[src/rtl/core/slbd_pkg.sv]
// ----------------------------------------------------------------------------
// Serial line buffer discipline: shared types and constants
// Character codes, front-to-back command encoding and channel widths.
// ----------------------------------------------------------------------------
package slbd_pkg;

   // Channel widths
   localparam int REQ_TDATA_W = 16;
   localparam int REQ_TUSER_W = 3;
   localparam int RSP_TDATA_W = 40;

   // Request function selector codes
   localparam logic [2:0] FUNC_LINE_RX    = 3'd0;
   localparam logic [2:0] FUNC_HOST_WRITE = 3'd1;
   localparam logic [2:0] FUNC_TX_DONE    = 3'd2;
   localparam logic [2:0] FUNC_HOST_READ  = 3'd3;
   localparam logic [2:0] FUNC_HOST_PEEK  = 3'd4;

   // Character codes
   localparam logic [7:0] CH_LF    = 8'h0A;
   localparam logic [7:0] CH_CR    = 8'h0D;
   localparam logic [7:0] CH_ESC   = 8'h1B;
   localparam logic [7:0] CH_SPACE = 8'h20;
   localparam logic [7:0] CH_DEL   = 8'h7F;
   localparam logic [7:0] CH_LBRK  = 8'h5B;
   localparam logic [7:0] CH_ONE   = 8'h31;
   localparam logic [7:0] CH_UP_D  = 8'h44;
   localparam logic [7:0] CH_UP_K  = 8'h4B;

   // Delete echo: ESC [ 1 D, start transmitter, ESC [ K
   localparam int         DEL_STEP_W     = 3;
   localparam logic [2:0] DEL_STEP_START = 3'd3;
   localparam logic [2:0] DEL_STEP_LAST  = 3'd6;

   // Classified command operations
   typedef logic [2:0] op_type;
   localparam op_type OP_NOP   = 3'd0;
   localparam op_type OP_LINE  = 3'd1;
   localparam op_type OP_WRITE = 3'd2;
   localparam op_type OP_DONE  = 3'd3;
   localparam op_type OP_READ  = 3'd4;
   localparam op_type OP_PEEK  = 3'd5;
   localparam op_type OP_DEL   = 3'd6;

   typedef struct packed {
      op_type     op;
      logic [7:0] data;
      logic       echo;
      logic       kick;
   } cmd_type;

   // Command queue between front and back
   localparam int QUEUE_DEPTH = 2;

   function automatic logic [7:0] del_seq_byte(input logic [DEL_STEP_W-1:0] idx);
      logic [7:0] b;
      case (idx)
         3'd0:    b = CH_ESC;
         3'd1:    b = CH_LBRK;
         3'd2:    b = CH_ONE;
         3'd3:    b = CH_UP_D;
         3'd4:    b = CH_ESC;
         3'd5:    b = CH_LBRK;
         3'd6:    b = CH_UP_K;
         default: b = CH_ESC;
      endcase
      return b;
   endfunction

endpackage

[src/rtl/core/slbd_front.sv]
// ----------------------------------------------------------------------------
// Serial line buffer discipline: front end
// Holds the echo register, accepts request transactions and classifies them
// into ring commands for the back end.
// ----------------------------------------------------------------------------
module slbd_front import slbd_pkg::*; (
   input  logic                   clock,
   input  logic                   reset,
   // request channel
   input  logic                   req_tvalid,
   output logic                   req_tready,
   input  logic [REQ_TDATA_W-1:0] req_tdata,   // [7:0] data_byte, [8] kick
   input  logic [REQ_TUSER_W-1:0] req_tuser,   // [2:0] func
   // register write channel
   input  logic                   csr_valid,
   output logic                   csr_ready,
   input  logic                   csr_wdata,
   // command queue
   output logic                   q_push,
   output cmd_type                q_cmd,
   input  logic                   q_full
);

   logic       echo_enable_ff;
   logic       echo_enable_in;
   logic [7:0] data_byte;
   logic [7:0] rx_byte;
   logic       kick;

   assign csr_ready      = 1'b1;
   assign echo_enable_in = (csr_valid && csr_ready) ? csr_wdata : echo_enable_ff;

   always_ff @(posedge clock) begin
      if (reset) begin
         echo_enable_ff <= 1'b0;
      end else begin
         echo_enable_ff <= echo_enable_in;
      end
   end

   assign data_byte = req_tdata[7:0];
   assign kick      = req_tdata[8];
   // map CR to LF on the line side only
   assign rx_byte   = (data_byte == CH_CR) ? CH_LF : data_byte;

   always_comb begin
      q_cmd.op   = OP_NOP;
      q_cmd.data = data_byte;
      q_cmd.echo = 1'b0;
      q_cmd.kick = kick;
      unique case (req_tuser)
         FUNC_LINE_RX: begin
            q_cmd.data = rx_byte;
            if (rx_byte == CH_DEL) begin
               q_cmd.op = echo_enable_ff ? OP_DEL : OP_NOP;
            end else if (rx_byte == CH_LF || rx_byte >= CH_SPACE) begin
               q_cmd.op   = OP_LINE;
               // printable and LF echo, upper half is stored silently
               q_cmd.echo = echo_enable_ff && (rx_byte < CH_DEL);
            end
         end
         FUNC_HOST_WRITE: q_cmd.op = OP_WRITE;
         FUNC_TX_DONE:    q_cmd.op = OP_DONE;
         FUNC_HOST_READ:  q_cmd.op = OP_READ;
         FUNC_HOST_PEEK:  q_cmd.op = OP_PEEK;
         default:         q_cmd.op = OP_NOP;
      endcase
   end

   assign req_tready = !q_full;
   assign q_push     = req_tvalid && !q_full;

endmodule

[config.mk]
export PLATFORM = sky130hd
export DESIGN_NAME = slbd_front
export DESIGN_NICKNAME = d
export VERILOG_FILES = /design/src/rtl/core/slbd_pkg.sv /design/src/rtl/core/slbd_front.sv
export SDC_FILE = /design/constraint.sdc
export NUM_CORES = 1
export LEC_CHECK = 0
export BUFFER_PORTS_ARGS = -buffer_cell sky130_fd_sc_hd__buf_2
export CAP_MARGIN = 40
export CORE_AREA = 2 2 39 41
export CTS_CLUSTER_DIAMETER = 120
export CTS_CLUSTER_SIZE = 30
export DETAILED_ROUTE_END_ITERATION = 10
export DIE_AREA = 0 0 41 43
export GPL_TIMING_DRIVEN = 0
export PLACE_DENSITY = 0.67
export SLEW_MARGIN = 20
export SYNTH_ARGS = -nofsm -noshare
export SYNTH_HDL_FRONTEND = slang
export SYNTH_SLANG_ARGS = --single-unit
[constraint.sdc]
create_clock -name clock -period 0.8 [get_ports clock]
set_input_delay 0 -clock clock [delete_from_list [all_inputs] [get_ports clock]]
set_output_delay 0 -clock clock [all_outputs]
set_load 0.05 [all_outputs]
Word-level counts from Yosys, hierarchy flattened
Index checks and enable logic that the tools add are counted.
{"block": "word_totals", "ff_bits": 1, "in_bits": 25, "word_cells": 23}
{"block": "op_classes", "order_cmp": 2, "eq_ne": 7, "muxes": 8, "n_reduce_logical": 5}
{"cell": "== test 8 x 4 -> 1 bit (second input constant)", "count": 2}
{"cell": "one-hot mux 3 bit (5 select lines)", "count": 1}
{"cell": "two-way mux 9 bit", "count": 1}
{"cell": "== test 8 x 7 -> 1 bit (second input constant)", "count": 1}
{"cell": ">= comparator 8 x 6 -> 1 bit (second input constant)", "count": 1}
{"cell": "less-than comparator 8 x 7 -> 1 bit (second input constant)", "count": 1}
{"cell": "two-way mux 8 bit", "count": 1}
{"cell": "== test 3 x 2 -> 1 bit (second input constant)", "count": 2}
{"cell": "two-way mux 3 bit", "count": 2}
{"cell": "== test 3 x 1 -> 1 bit (second input constant)", "count": 1}
{"cell": "== test 3 bit (second input constant)", "count": 1}
{"cell": "logical NOT 3 bit", "count": 1}
{"cell": "two-way mux 1 bit", "count": 3}
{"cell": "logical AND 1 bit", "count": 2}
{"cell": "logical NOT 1 bit", "count": 1}
{"cell": "logical OR 1 bit", "count": 1}

Longest topological paths before layout
Gate-level depths: netlist (run 1).
{"block": "depth", "depth_word": 7, "ltp_mapped": 3, "mapped_depth_nobuf": 3}

Worst setup path after synthesis (run 1)
OpenSTA, ideal clock, no wires.
{"block": "synth_timing", "path_kind": "register -> output", "start": "register echo_enable_ff", "end": "output q_cmd[12] in the netlist's numbering", "arrival_time_ps": 1594, "t_required_ps": 800, "slack_ps": -794, "path_stages_with_launch": 3, "n_path_buf": 0, "cell_sequence": "dfxtp_1 > a31oi_1 > o31ai_1"}
{"element": "start: declaration", "line": "slbd_front.sv:24", "source": "logic echo_enable_ff;"}
{"element": "start signal: assignment", "line": "slbd_front.sv:37", "source": "echo_enable_ff <= echo_enable_in;"}
{"element": "end: declaration", "line": "slbd_front.sv:20", "source": "output cmd_type q_cmd,"}

==> qor.csv, run 1 <==
metric,value,unit
chip height,43,um
Die ar.,1760,sq um
largest net degree at the start of global routing,7,
P_int,256,uW
combinational power share,0.892,
min-delay worst type,in -> reg,
Finished Layout Cells,91,
top-count cell post-synth,clkbuf_1,
Ys Warns,0,
Clock power frac,0,
layout cells sized above 1,0.693,
fin crit period,0.977,ns
worst r2r src,echo_enable_ff$_SDFFE_PP0P_,
Routed WL,892,um
worst skew pair latency,0,ns
status,"finished, violations left",
Setup TNS Final,-0.881,ns
Synth area leaders,"nor2b_1, dfxtp_1, clkbuf_1",
Async SR Flop Fraction,0,
sequential fraction of the synthesis area,0.0684,
most flop-heavy register,echo_enable_ff,
Via density,4.51,
synthesized flop and latch total,1,
I/O pin count,41,
GRT Total Usage,0.112,
biggest regs,echo_enable_ff: 1 flops,
Final setup viols,7,
Layout Nets,102,
Worst R2R Setup Slack,0.20,ns
r2r worst-path depth,2,
Main synth FF type,dfxtp_1,
post-route cell area,718,sq um
WP data required,0.80,ns
critical path class,in -> out,
CORE AREA,1380,sq um
vias post-DR,410,
# rows,14,
Slew Limit Fails,0,
DRC Markers,0,
CTS clock-pin slew for the worst setup and hold paths,0,ns
Max rail drop VDD,0.374,mV
Post-Syn Instances,42,
diode count,0,
antenna violations before repair,0,
First-pass DRT Iterations,2,
Largest register FFs,1,
CTS Hold Bufs,0,
Yosys top cell by area,nor2b_1,
first-pass GRT wire length,1460,um
fillers,126,
share of power burned in registers,0.108,
P_sw,277,uW
hpwl dp,672,um
vias in the first global route,387,
dpl cells,89,
initial DRC count,1,
failing checks,setup timing,
GP Congestion,0.775,
sw frac,0.520,
Crit path arrival time,0.98,ns
max-cap viol count,0,
Worst setup EP type,primary output,
syn nets,67,
"EDFF count, synth",0,
Synth-to-Final Area Change,145,%
PnR worst setup slack,-0.177,ns
Place WS,-0.339,ns
Commonest cells post-synth,"clkbuf_1, nor2b_1, inv_1",
FF-to-FF End,echo_enable_ff$_SDFFE_PP0P_,
Wirelength per Cell,9.80,um
skew final,0,ns
synthesized area,293,sq um
Hold Path Depth,2,
Yosys top cell area share,0.0855,
CP Launch Type,primary input,
Yosys cell types,29,
Max Fclk,1020,MHz
Worst Hold Launch,reset,
number of I/O port buffers,31,
Overflow after GRT,0,
"Avg Cell Area, Syn",6.97,sq um
P_leak,0.000342,uW
Horiz. Die Dim,41,um
unrepaired setup endpoints after global routing,true,
Initial Utilization,0.212,
Pwr Density,741,nW/um^2
final hold violations,0,
dpl cell area,547,sq um
remaining antenna violation count,0,
hold endpoint,echo_enable_ff$_SDFFE_PP0P_,
fin crit share,1.22,
crit-path max FO,6,
power by group through the flow:
stage	registers [uW]	clock network (uW)	logic (uW)
floorplan	56.5	0	268
global placement	57.2	0	382
detailed placement	57.4	0	385
CTS	58.0	0	457
global route	58.7	0	502
finish	57.7	0	474
logic make-up (layout without fill, tap and decap cells):
logic type | count (synthesis) | in the layout | share of synthesized area
multiplexers | 1 | 1 | 0.0342
XOR/XNOR | 1 | 1 | 0.0299
other | 1 | 1 | 0.0128
flip-flops | 1 | 1 | 0.0684
AND/OR/NAND/NOR | 17 | 17 | 0.372
AO/OA/AOI/OAI | 11 | 11 | 0.329
buffers and inverters | 10 | 43 | 0.154
layout make-up:
type,count,area (sq um),share of cell area
repair buffers,33,302,0.420
inverters,3,11.3,0.0157
flip-flops and latches,1,21.3,0.0296
multi-input cells,31,330,0.460
plain buffers,7,33.8,0.0470
well taps,16,20.0,0.0279
cells in the final DEF (no fill, tap or decap):
| cell type | instances |
|---|---|
| buf_2 | 15 |
| buf_8 | 7 |
| buf_6 | 7 |
| clkbuf_1 | 5 |
| buf_4 | 5 |
| nor2b_1 | 3 |
| inv_1 | 3 |
| nor3_4 | 2 |
| o31a_4 | 2 |
| nor2_1 | 2 |
| and4b_2 | 1 |
| and4_2 | 1 |
| a311oi_2 | 1 |
| a211oi_4 | 1 |
| or3_1 | 1 |
| and3b_1 | 1 |
| nor3b_2 | 1 |
| nor2b_2 | 1 |
| o21a_1 | 1 |
| nand2_2 | 1 |
| o2111a_2 | 1 |
| nand3_2 | 1 |
| nand2_1 | 1 |
| o21bai_4 | 1 |
| a31oi_1 | 1 |
| nand3b_1 | 1 |
| o31ai_4 | 1 |
| o211a_1 | 1 |
| xnor2_1 | 1 |
| a211o_4 | 1 |
| mux2i_1 | 1 |
| conb_1 | 1 |
| dfxtp_2 | 1 |
| buf_12 | 1 |
per-layer routing:
metal / wire length (um) / vias to the layer above / GRT usage
met5: 0 / - / 0
met1: 340 / 177 / 0.135
met4: 0 / 0 / 0
met3: 74 / 0 / 0
li1: - / 213 / -
met2: 478 / 20 / 0.219
critical path, cell delays in order:
cell and delay [ns]:
buf_8 0.11, and3b_1 0.19, o211a_1 0.22, a211o_4 0.31, buf_8 0.15
how the worst max path moves through the flow:
stage                     slack (ns)  cells after the start                         from         to
after global routing           -0.21                      5                 req_tdata[7]  q_cmd[11]
after CTS                      -0.18                      5                 req_tdata[7]  q_cmd[10]
after global placement         -0.34                      5                 req_tuser[0]   q_cmd[4]
final                          -0.18                      5                 req_tdata[2]  q_cmd[10]
after floorplan                -0.12                      2  echo_enable_ff$_SDFFE_PP0P_  q_cmd[11]
after detailed placement       -0.34                      5                 req_tuser[0]   q_cmd[4]
through the flow:
stage,power [uW],util,hold WS [ns]
4_1_cts,515,0.496,0.151
2_1_floorplan,324,-,0.0629
5_1_grt,560,0.519,0.168
6_report,532,0.519,0.150
3_3_place_gp,439,0.395,0.150
3_5_place_dp,442,0.395,0.150
what timing repair did:
action                                  4_1_cts  5_1_grt
gates resized for setup                      37       10
pin swaps                                     9        3
buffers inserted                              2        0
endpoints found under the setup margin        7        7
Power figures use the tool's default switching activity.
==> run 2, diff against run 1 <==
Settings changed: REMOVE_ABC_BUFFERS set to 1.
==> qor.csv, run 2 (synthesis results as in run 1) <==
metric,value,unit
fin crit period,0.935,ns
GRT Total Usage,0.107,
Pwr Density,777,nW/um^2
CORE AREA,1380,sq um
vias in the first global route,360,
Crit path buffers/inverters,2,
cell breakdown of the critical path,"buf_8, and4b_2, a311oi_2, a211oi_2, buf_6",
fillers,145,
fin crit share,1.17,
status,"finished, violations left",
GP Congestion,0.691,
remaining antenna violation count,0,
Via density,4.63,
number of I/O port buffers,30,
Worst setup EP type,primary output,
PnR worst setup slack,-0.135,ns
# rows,14,
Die ar.,1760,sq um
first-pass GRT wire length,1430,um
Wirelength per Cell,10.5,um
Initial Utilization,0.212,
max-cap viol count,0,
I/O pin count,41,
Total Power,451,uW
Top delay family on crit path,compound AO/OA/AOI/OAI gates,
Largest register FFs,1,
diode count,0,
CP peak stage delay,0.31,ns
crit-path max FO,5,
Final setup viols,7,
Max rail drop VDD,0.362,mV
vias post-DR,384,
hpwl dp,659,um
Overflow after GRT,0,
layout cells sized above 1,0.642,
Synth-to-Final Area Change,98.3,%
Max Fclk,1070,MHz
CTS Hold Bufs,0,
"commonest non-fill, non-tap cells in the layout","buf_2, buf_6, buf_4",
initial DRC count,6,
Slew Limit Fails,0,
worst skew pair latency,0,ns
antenna violations before repair,0,
CP Launch Type,primary input,
Routed WL,873,um
"most common cell after layout, fill and taps aside",buf_2,
DRC Markers,0,
final hold violations,0,
skew final,0,ns
First-pass DRT Iterations,4,
Layout Nets,94,
Crit path arrival time,0.93,ns
dpl cell area,429,sq um
most flop-heavy register,echo_enable_ff,
chip height,43,um
WP data required,0.80,ns
biggest regs,echo_enable_ff: 1 flops,
failing checks,setup timing,
P_leak,0.000292,uW
Worst path slowest cell,and4b_2,
largest net degree at the start of global routing,7,
post-route cell area,581,sq um
min-delay worst type,in -> out,
critical path class,in -> out,
Horiz. Die Dim,41,um
unrepaired setup endpoints after global routing,true,
## run 2: cell types whose count changed in the layout (fill, tap and decap cells not counted), sizes merged
cell	delta
clkbuf	-5
buf	-3
## run 2: final timing paths
check | from | to | cells past startpoint | slack, ns
hold reg to reg | echo_enable_ff$_SDFFE_PP0P_ | echo_enable_ff$_SDFFE_PP0P_ | 2 | 0.52
hold / removal | req_tdata[8] | q_cmd[0] | 0 | 0.0003
setup reg to reg | echo_enable_ff$_SDFFE_PP0P_ | echo_enable_ff$_SDFFE_PP0P_ | 2 | 0.20
setup / recovery | req_tdata[7] | q_cmd[11] | 5 | -0.13
## run 2: stage by stage
stage	utilization	TNS (ns)	setup slack (ns)	hold WS (ns)	instances
finish	0.420	-0.735	-0.135	0.000338	83
CTS	0.388	-0.703	-0.147	0.000517	81
floorplan	-	-1.81	-0.794	0	35
detailed placement	0.310	-1.46	-0.239	0.000517	81
global placement	0.310	-1.36	-0.234	0.000517	81
global route	0.420	-1.01	-0.181	0.000339	83
## run 2: layer usage
layer	global-route usage	share of wire
met4	0	0
met3	0.00524	0.090
met1	0.143	0.39
met5	0	0
met2	0.191	0.52
## run 2: report_power, final
part           switching (uW)  total (uW)  leakage, uW  internal, uW
logic                     244         393     0.000283           149
clock network               0           0            0             0
registers                3.50        58.1   0.00000861          54.6
total                     247         451     0.000292           204
## run 2: what timing repair did
item,4_1_cts,5_1_grt
endpoints found under the setup margin,7,7
pin swaps,9,6
gates resized for setup,31,7
buffers inserted,0,2
## run 2: final cells by class
cell class	count	area [sq um]	share of cell area
flip-flops and latches	1	21.3	0.0366
well taps	16	20.0	0.0345
multi-input cells	31	279	0.481
inverters	3	11.3	0.0194
repair buffers	32	249	0.429
