===== src/rtl/core/slbd_pkg.sv =====
// ----------------------------------------------------------------------------
// Serial line buffer discipline: shared types and constants
// Character codes, front-to-back command encoding and channel widths.
// ----------------------------------------------------------------------------
package slbd_pkg;

   // Channel widths
   localparam int REQ_TDATA_W = 16;
   localparam int REQ_TUSER_W = 3;
   localparam int RSP_TDATA_W = 40;

   // Request function selector codes
   localparam logic [2:0] FUNC_LINE_RX    = 3'd0;
   localparam logic [2:0] FUNC_HOST_WRITE = 3'd1;
   localparam logic [2:0] FUNC_TX_DONE    = 3'd2;
   localparam logic [2:0] FUNC_HOST_READ  = 3'd3;
   localparam logic [2:0] FUNC_HOST_PEEK  = 3'd4;

   // Character codes
   localparam logic [7:0] CH_LF    = 8'h0A;
   localparam logic [7:0] CH_CR    = 8'h0D;
   localparam logic [7:0] CH_ESC   = 8'h1B;
   localparam logic [7:0] CH_SPACE = 8'h20;
   localparam logic [7:0] CH_DEL   = 8'h7F;
   localparam logic [7:0] CH_LBRK  = 8'h5B;
   localparam logic [7:0] CH_ONE   = 8'h31;
   localparam logic [7:0] CH_UP_D  = 8'h44;
   localparam logic [7:0] CH_UP_K  = 8'h4B;

   // Delete echo: ESC [ 1 D, start transmitter, ESC [ K
   localparam int         DEL_STEP_W     = 3;
   localparam logic [2:0] DEL_STEP_START = 3'd3;
   localparam logic [2:0] DEL_STEP_LAST  = 3'd6;

   // Classified command operations
   typedef logic [2:0] op_type;
   localparam op_type OP_NOP   = 3'd0;
   localparam op_type OP_LINE  = 3'd1;
   localparam op_type OP_WRITE = 3'd2;
   localparam op_type OP_DONE  = 3'd3;
   localparam op_type OP_READ  = 3'd4;
   localparam op_type OP_PEEK  = 3'd5;
   localparam op_type OP_DEL   = 3'd6;

   typedef struct packed {
      op_type     op;
      logic [7:0] data;
      logic       echo;
      logic       kick;
   } cmd_type;

   // Command queue between front and back
   localparam int QUEUE_DEPTH = 2;

   function automatic logic [7:0] del_seq_byte(input logic [DEL_STEP_W-1:0] idx);
      logic [7:0] b;
      case (idx)
         3'd0:    b = CH_ESC;
         3'd1:    b = CH_LBRK;
         3'd2:    b = CH_ONE;
         3'd3:    b = CH_UP_D;
         3'd4:    b = CH_ESC;
         3'd5:    b = CH_LBRK;
         3'd6:    b = CH_UP_K;
         default: b = CH_ESC;
      endcase
      return b;
   endfunction

endpackage


===== src/rtl/core/slbd_queue.sv =====
// ----------------------------------------------------------------------------
// Serial line buffer discipline: command queue
// Short FIFO of classified commands between front and back end.
// ----------------------------------------------------------------------------
module slbd_queue import slbd_pkg::*; (
   input  logic    clock,
   input  logic    reset,
   input  logic    push,
   input  cmd_type push_cmd,
   output logic    full,
   input  logic    pop,
   output logic    pop_valid,
   output cmd_type pop_cmd
);

   localparam int PTR_W = $clog2(QUEUE_DEPTH);
   localparam int CNT_W = $clog2(QUEUE_DEPTH + 1);

   cmd_type          entries_ff [QUEUE_DEPTH];
   logic [PTR_W-1:0] wr_ptr_ff, wr_ptr_in;
   logic [PTR_W-1:0] rd_ptr_ff, rd_ptr_in;
   logic [CNT_W-1:0] count_ff, count_in;
   logic             do_push, do_pop;

   assign full      = (count_ff == CNT_W'(QUEUE_DEPTH));
   assign pop_valid = (count_ff != '0);
   assign pop_cmd   = entries_ff[rd_ptr_ff];
   assign do_push   = push && !full;
   assign do_pop    = pop && pop_valid;

   always_comb begin
      wr_ptr_in = wr_ptr_ff;
      rd_ptr_in = rd_ptr_ff;
      count_in  = count_ff;
      if (do_push) begin
         wr_ptr_in = (wr_ptr_ff == PTR_W'(QUEUE_DEPTH - 1)) ? '0 : wr_ptr_ff + PTR_W'(1);
      end
      if (do_pop) begin
         rd_ptr_in = (rd_ptr_ff == PTR_W'(QUEUE_DEPTH - 1)) ? '0 : rd_ptr_ff + PTR_W'(1);
      end
      if (do_push && !do_pop) begin
         count_in = count_ff + CNT_W'(1);
      end else if (do_pop && !do_push) begin
         count_in = count_ff - CNT_W'(1);
      end
   end

   always_ff @(posedge clock) begin
      if (reset) begin
         wr_ptr_ff <= '0;
         rd_ptr_ff <= '0;
         count_ff  <= '0;
      end else begin
         wr_ptr_ff <= wr_ptr_in;
         rd_ptr_ff <= rd_ptr_in;
         count_ff  <= count_in;
      end
   end

   always_ff @(posedge clock) begin
      if (do_push) begin
         entries_ff[wr_ptr_ff] <= push_cmd;
      end
   end

endmodule


===== config.mk =====
export PLATFORM = sky130hd
export DESIGN_NAME = slbd_queue
export DESIGN_NICKNAME = d
export VERILOG_FILES = /design/src/rtl/core/slbd_pkg.sv /design/src/rtl/core/slbd_queue.sv
export SDC_FILE = /design/constraint.sdc
export NUM_CORES = 1
export LEC_CHECK = 0
export CAP_MARGIN = 20
export CORE_ASPECT_RATIO = 0.8
export CORE_MARGIN = 4
export CORE_UTILIZATION = 35
export DETAILED_ROUTE_END_ITERATION = 10
export DONT_BUFFER_PORTS = 1
export HOLD_SLACK_MARGIN = 0.02
export PLACE_DENSITY = 0.61
export SLEW_MARGIN = 25
export SYNTH_ARGS = -nofsm -noshare
export SYNTH_HDL_FRONTEND = slang
export SYNTH_SLANG_ARGS = --single-unit

===== constraint.sdc =====
create_clock -name clock -period 3.1 [get_ports clock]
set_clock_uncertainty 0.2 [all_clocks]
set_input_delay 0.465 -clock clock [delete_from_list [all_inputs] [get_ports clock]]
set_output_delay 0.465 -clock clock [all_outputs]
set_load 0.02 [all_outputs]

After elaboration in Yosys (flattened, before gate mapping)
Memories as Yosys holds them, arrays and structs flattened. A register that Yosys moved wholly into a read port is not among the register bits.
Index checks and enable logic that the tools add are counted.
- bits of input ports: 17
- logic and storage cells: 26
- bits in writable memories: 26
- bits in latches: 0
- memories: 1
- memory bits (read-only): 0
- flip-flop bits (word level): 4
- memories (name ; depth ; width ; rd ports ; clocked after memory_dff ; write ports ; RTL line ; source):
    entries_ff ; 2 ; 13 ; 1 ; 1 ; 1 ; slbd_queue.sv:19 ; cmd_type entries_ff [QUEUE_DEPTH];
- equal/unequal tests: 1
- bitwise operators: 0
- divide/modulo/power cells: 0
- add/sub/neg operators: 4
- $mul: 0
- multiplexer cells: 8
- shift-type cells: 0
- magnitude comparators: 0
- reductions and logical operators: 9
- operators by type and width (kind ; count):
    2-to-1 mux 1 bit ; 6
    logical AND 1 bit ; 4
    2-to-1 mux 2 bit ; 2
    nonzero test 2 bit ; 2
    logical NOT 1 bit ; 3
    adder 1 bit (second input constant) ; 2
    adder 2 x 1 -> 2 bit (second input constant) ; 1
    equality test 2 bit (second input constant) ; 1
    subtractor 2 x 1 -> 2 bit (second input constant) ; 1

Depth between registers and ports, before layout
Gate-level depths: netlist (run 1).
- word-level depth: 7
- depth in mapped cells: 6

Worst setup path after synthesis (run 1)
OpenSTA, ideal clock, no wires.
- path kind: register to register
- start point: reg count_ff[1]
- end point: reg count_ff[1]
- required time: 2.830 ns
- setup time: 0.070 ns
- arrival: 1.507 ns
- slack: 1.323 ns
- stages on the path, launching flop included: 6
- cells stage by stage: dfxtp_1 > nor2b_2 > nor2_1 > ha_1 > or3_1 > a21oi_1
- cells in the longest elaborated chain, start to end: 6
- ends and longest elaborated chain (item ; RTL line ; source):
    from (decl) ; slbd_queue.sv:22 ; logic [CNT_W-1:0] count_ff, count_in;
    from (signal assigned) ; slbd_queue.sv:56 ; count_ff <= count_in;
    equality test 2 bit * ; slbd_queue.sv:25 ; assign full = (count_ff == CNT_W'(QUEUE_DEPTH));
    via full ; slbd_queue.sv:10 ; output logic full,
    logical NOT 1 bit * ; slbd_queue.sv:28 ; assign do_push = push && !full;
    logical AND 1 bit * ; slbd_queue.sv:28 ;
    logical NOT 1 bit ; slbd_queue.sv:43 ; end else if (do_pop && !do_push) begin
    logical AND 1 bit ; slbd_queue.sv:43 ;
    nonzero test 2 bit (no line) ; - ;
The timed path passes the listed nets; every way through them passes the cells marked *. The select of a mux whose other input is x is not followed.
A chain may end at the register's enable or synchronous reset.

==> results of run 1 <==
where the power goes:
part	switching, W	internal (W)
Sequential	0.0000504	0.000530
Combinational	0.000187	0.000105
Clock	0.000134	0.000157
Total	0.000371	0.000792
flip-flops by register name, indices dropped and copies added (netlist names), named ones only:
signal,count
rd_ptr_ff,1
wr_ptr_ff,1
entries_ff,26
count_ff,2
path summary, 6_finish.rpt:
check              start           to  slack, ns  cells after the start
max reg2reg  count_ff[1]  count_ff[1]       1.15                      5
max                 flop   pop_cmd[6]       0.99                      1
min reg2reg  count_ff[1]  count_ff[1]       0.30                      2
min                reset  count_ff[1]       0.06                      1
cells in the mapped netlist:
master and count:
or3_1 2, and2_1 1, mux2_2 13, a21oi_1 2, or2_2 1, buf_2 1, xor2_1 3, edfxtp_1 26
dfxtp_1 5, nor2_1 4, ha_1 1, nor2b_2 1, o21ai_0 3, inv_1 2
per-stage QoR:
step                      instance area, um^2  std cells  setup WS [ns]
after floorplan                          1150         65           1.32
after global placement                   1200        104           1.22
after detailed placement                 1200        104           1.16
after CTS                                1280        112          0.934
after global routing                     1280        112          0.881
final                                    1280        112          0.986
layout make-up:
type / instances / area (um^2) / share of cell area (%)
Multi-Input combinational cell: 31 / 259 / 20.3
Sequential cell: 31 / 881 / 68.9
Inverter: 2 / 7.51 / 0.587
Clock inverter: 1 / 5.00 / 0.391
Tap cell: 40 / 50.0 / 3.91
Clock buffer: 7 / 76.3 / 5.97
routing by layer:
layer  track usage (%)  share of wire [%]  vias to the layer above
met5                 0                  0                        -
met4              6.43                3.0                        0
met3              5.59                9.9                        7
met2              18.0                 54                       24
met1              8.59                 33                      261
li1                  -                  -                      255
cell families after synthesis:
kind of cell             Yosys count
flip-flops                        31
multiplexers                      13
AND/OR/NAND/NOR                    9
AO/OA/AOI/OAI                      5
XOR/XNOR                           3
buffers and inverters              3
adder cells (fa/ha/maj)            1
cells in the final DEF, fill, tap and decap left out:
| master | count |
|---|---|
| a21oi_1 | 2 |
| or3_1 | 2 |
| edfxtp_1 | 26 |
| clkinv_2 | 1 |
| and2_1 | 1 |
| nor2_1 | 4 |
| inv_1 | 2 |
| clkbuf_8 | 5 |
| clkbuf_1 | 2 |
| dfxtp_1 | 5 |
| o21ai_0 | 3 |
| ha_1 | 1 |
| or2_2 | 1 |
| xor2_1 | 3 |
| mux2_2 | 13 |
| nor2b_2 | 1 |
==> reports/qor.yml, run 1 <==
layout.nets: 89
cts_setup_buffers: 0
cts_buffers: 5
start_util_pct: 36.8
wire_per_inst_um: 17.2
fp-row-count: 18
cts_tree: "done"
fin_setup_tns_ns: 0
synth_cell_types: 14
synthCells: 65
path_class: "reg -> out"
irDropWorstVdd_v: 0.000312
htree_num_levels: 2
fmax_ghz: 0.473
drt_wl_total_um: 1930
drv_slew: 0
synth_seq_cells: 31
die_w_um: 72.2
cp.required_ns: 2.43
post_cts_resized: 0
min_path_type: "in -> reg"
grt_pass1_wl_um: 2990
final_util_pct: 40.8
drc: 0
ys_seq_area_share_pct: 76.4
hpwlAfterDp_um: 1340
ant_nets: 0
synth_compound_area_share_pct: 2.17
yosys.area_share.simple_pct: 4.23
status: "finished, final reports clean"
drive_gt1_share_pct: 29.2
cts.sink_count: 31
period_minus_slack_ns: 2.11
clk_pin_slew_ns: 0.06
grt_usage_pct: 10.1
io_pins: 32
total_power_w: 0.00116
overflow: 0
final_hold_viol_count: 0
worstMarginPinSlew_ns: 0.611
cap_violations: 0
slew_headroom_pct: 59.3
synth_top_cell_by_area: "edfxtp_1"
hold_ws_ns: 0.0554
synth_fa_ha_area_share_pct: 1.09
postCtsHoldBufs: 0
start_kind: "flop"
gp_congestion: 0.648
timing.final.crit_share_pct: 68.2
critPathCaptureType: "output port"
syn_to_final_growth_pct: 11.0
cts_root_buf: "clkbuf_8"
p_leak_nw: 0.436
crit_family: "flip-flops"
pwr_density_cell_nw_per_um2: 910
setup_viol: 0
die_y_um: 59.3
critPathMaxFanout: 13
first_global_vias: 626
cts_buffer_depth: 2
grt_max_degree: 14
synth_nets: 83
grt_antenna_before_repair: 0
crit_buf_inv: 0
crit_chain: "mux2_2"
via_count: 547
yosys-mux-area-fraction_pct: 12.7
avgSynthCellArea_um2: 17.7
cpPeakStageDelay_ns: 0.71
port_buffers: 0
drt_iter0_markers: 25
dr.pass1.iters: 4
slowest_stage: "dfxtp_1"
yosys_warnings: 0
rsz0062_at_grt: "no"
synth-xor-area-share_pct: 2.28
dieArea_um2: 4280
insertion_delay_ns: 0.27
nFillCells: 284
synth_top_family_by_area: "multiplexers"
diodes: 0
core_area_um2: 3130
vias_per_cell: 4.88
synth_top_area_share_pct: 67.8
syn_area_um2: 1150
cp_data_arrival_time_ns: 1.45
synthTopCellsByArea: "edfxtp_1 (68%), mux2_2 (13%), dfxtp_1 (8.7%)"
No activity file was read; power rests on OpenSTA's default activity.
==> inputs of run 2 (changes only) <==
ABC_AREA = 1   (was not set)
PLACE_DENSITY = 0.63   (was 0.61)
clock period = 1.8 ns   (was 3.1 ns; I/O delays follow)
==> reports/qor.yml, run 2 <==
synth_top_cell_by_area: "edfxtp_1"  # unchanged
slew_headroom_pct: 74.8  # was 59.3%
irDropWorstVdd_v: 0.000538  # was 0.000312 V
start_util_pct: 37.5  # was 36.8%
path_class: "reg -> reg"  # was reg -> out
dr.pass1.iters: 4  # unchanged
worstMarginPinSlew_ns: 0.377  # was 0.611 ns
layout.nets: 123  # was 89
cts_root_buf: "clkbuf_8"  # unchanged
diodes: 0  # unchanged
critPathMaxFanout: 6  # was 13
syn_area_um2: 1180  # was 1150 um^2
grt_antenna_before_repair: 0  # unchanged
whs_path_depth: 3  # was 1
setup_viol: 0  # unchanged
gp_congestion: 0.697  # was 0.648
final_common_cell: "edfxtp_1"  # unchanged
final_cell_mix: "edfxtp_1 (26), dlygate4sd3_1 (16), mux2_2 (13)"  # was edfxtp_1 (26), mux2_2 (13), dfxtp_1 (5), clkbuf_8 (5), nor2_1 (4)
htree_num_levels: 2  # unchanged
cpPeakStageDelay_ns: 0.55  # was 0.71 ns
io_pins: 32  # unchanged
synth_cell_types: 14  # unchanged
slowest_stage: "dlygate4sd3_1"  # was dfxtp_1
cts_buffer_depth: 2  # unchanged
yosysMostFrequentCell: "edfxtp_1"  # unchanged
rr_worst_depth: 7  # was 5
top_regs: "entries_ff: 26 flops, count_ff: 2 flops"  # unchanged
drive_gt1_share_pct: 27.4  # was 29.2%
final_hold_viol_count: 0  # unchanged
die_w_um: 73.0  # was 72.2 um
crit_top_cell: "nand2_1"
die_y_um: 60.0  # was 59.3 um
nFillCells: 288  # was 284
largest_reg_flops: 26  # unchanged
synth_common_cells: "edfxtp_1 (26), mux2_2 (13), nor2_1 (8)"  # was edfxtp_1 (26), mux2_2 (13), dfxtp_1 (5)
cts_tree: "done"  # unchanged
fp-row-count: 18  # unchanged
cap_violations: 0  # unchanged
ys_seq_area_share_pct: 74.5  # was 76.4%
via_count: 682  # was 547
hold_path_startpoint: "push"  # was reset
drt_wl_total_um: 1960  # was 1930 um
cts_setup_buffers: 0  # unchanged
min_path_type: "in -> reg"  # unchanged
final_util_pct: 47.9  # was 40.8%
synthCells: 77  # was 65
first_global_vias: 738  # was 626
total_power_w: 0.00206  # was 0.00116 W
yosys_warnings: 0  # unchanged
start_kind: "flop"  # unchanged
grt_pass1_wl_um: 3300  # was 2990 um
overflow: 0  # unchanged
synth_nets: 95  # was 83
post-place-ws_ns: 0.213  # was 1.16 ns
drv_slew: 0  # unchanged
worst_slack_ns: 0.0759  # was 0.986 ns
cp_data_arrival_time_ns: 1.68  # was 1.45 ns
wire_per_inst_um: 13.4  # was 17.2 um
dieArea_um2: 4380  # was 4280 um^2
syn_to_final_growth_pct: 27.8  # was 11.0%
synth_top_area_share_pct: 66.0  # was 67.8%
rsz0062_at_grt: "no"  # unchanged
clk_pin_slew_ns: 0.06  # about the same
hpwlAfterDp_um: 1410  # was 1340 um
pwr_density_cell_nw_per_um2: 1370  # was 910 nW/um^2
synthTopCellsByArea: "edfxtp_1 (66%), mux2_2 (12%), dfxtp_1 (8.5%)"  # was edfxtp_1 (68%), mux2_2 (13%), dfxtp_1 (8.7%)
port_buffers: 0  # unchanged
drc: 0  # unchanged
cts_buffers: 5  # unchanged
cp.required_ns: 1.75  # was 2.43 ns
crit_chain: "inv_2 > nand2_1 > buf_4 > nand3_1 > nand2_1 > nor2_1 > dlygate4sd3_1"  # was mux2_2
synth_seq_cells: 31  # unchanged
timing.rr.start: "count_ff[0]"  # was count_ff[1]
insertion_delay_ns: 0.27  # about the same
synthArstFlopShare_pct: 0  # unchanged
grt_usage_pct: 10.7  # was 10.1%
crit_end: "rd_ptr_ff"  # was pop_cmd[6]
synth_ff_type: "edfxtp_1"  # unchanged
avgSynthCellArea_um2: 15.4  # was 17.7 um^2
fin_setup_tns_ns: 0  # unchanged
p_leak_nw: 0.562  # was 0.436 nW
core_area_um2: 3150  # was 3130 um^2
critPathCaptureType: "flop"  # was output port
timing.final.crit_share_pct: 95.8
r2r_setup_slack_ns: 0.08  # was 1.15 ns
vias_per_cell: 4.67  # was 4.88
fmax_ghz: 0.580
grt_max_degree: 14  # unchanged
period_minus_slack_ns: 1.72
synth_edf_count: 26  # unchanged
drt_iter0_markers: 15  # was 25
ant_nets: 0  # unchanged
regMostFlops: "entries_ff"  # unchanged
status: "finished, final reports clean"  # unchanged
r2r-end: "rd_ptr_ff"  # was count_ff[1]
cts.sink_count: 31  # unchanged
crit_start: "count_ff[0]"
[run 2: worst min-delay path by stage]
| stage | end |
|---|---|
| 6_report | wr_ptr_ff |
| 5_1_grt | wr_ptr_ff |
| 4_1_cts | wr_ptr_ff |
| 3_5_place_dp | entries_ff[1][10] |
| 3_3_place_gp | entries_ff[0][10] |
| 2_1_floorplan | entries_ff[0][0] |
[run 2: repair_timing]
action | 4_1_cts | 5_1_grt
resized for setup | 0 | 3
hold buffers | 16 | 0
hold endpoints to repair | 31 | 0
endpoints found under the setup margin | 0 | 1
[run 2: critical path: cells and delay by family (launching register included)]
kind	cells	cell delay, ns
buffers and inverters	3	0.76
flip-flops	1	0.39
AND/OR/NAND/NOR	4	0.26
[run 2: final cells by class]
cell class,instances,area [um^2],share of cell area [%]
clock buffers,6,72.6,4.80
clock inverters,2,7.51,0.497
inverters,8,30.0,1.99
multi-input cells,37,264,17.5
flip-flops and latches,31,882,58.4
well taps,40,50.0,3.31
repair buffers,22,205,13.6
[run 2: report_power, final]
group          internal (W)  total [W]  switching [W]  leakage, nW
clock network      0.000262   0.000476       0.000214       0.0403
registers          0.000916   0.000965      0.0000490        0.284
logic              0.000233   0.000623       0.000390        0.238
[run 2: per-stage QoR]
step	cells	cell area, um^2	hold WS, ns
after floorplan	77	1180	0.169
after global placement	122	1270	0.169
after detailed placement	122	1270	0.169
after CTS	146	1510	0.0323
after global routing	146	1510	0.0998
final	146	1510	0.0501
[run 2: routing by layer]
metal | routed length, um | up-vias | global-route usage [%]
met5 | 0 | - | 0
met4 | 53 | 0 | 7.89
met3 | 103 | 5 | 4.37
met2 | 1060 | 17 | 18.7
met1 | 738 | 331 | 9.97
li1 | - | 329 | -
[run 2: cell families (layout without fill, tap and decap cells)]
group / Yosys count / after routing / synth area share (%)
flip-flops: 31 / 31 / 74.5
AND/OR/NAND/NOR: 18 / 18 / 6.14
multiplexers: 13 / 13 / 12.4
buffers and inverters: 9 / 38 / 3.49
AO/OA/AOI/OAI: 5 / 5 / 2.43
adder cells (fa/ha/maj): 1 / 1 / 1.06
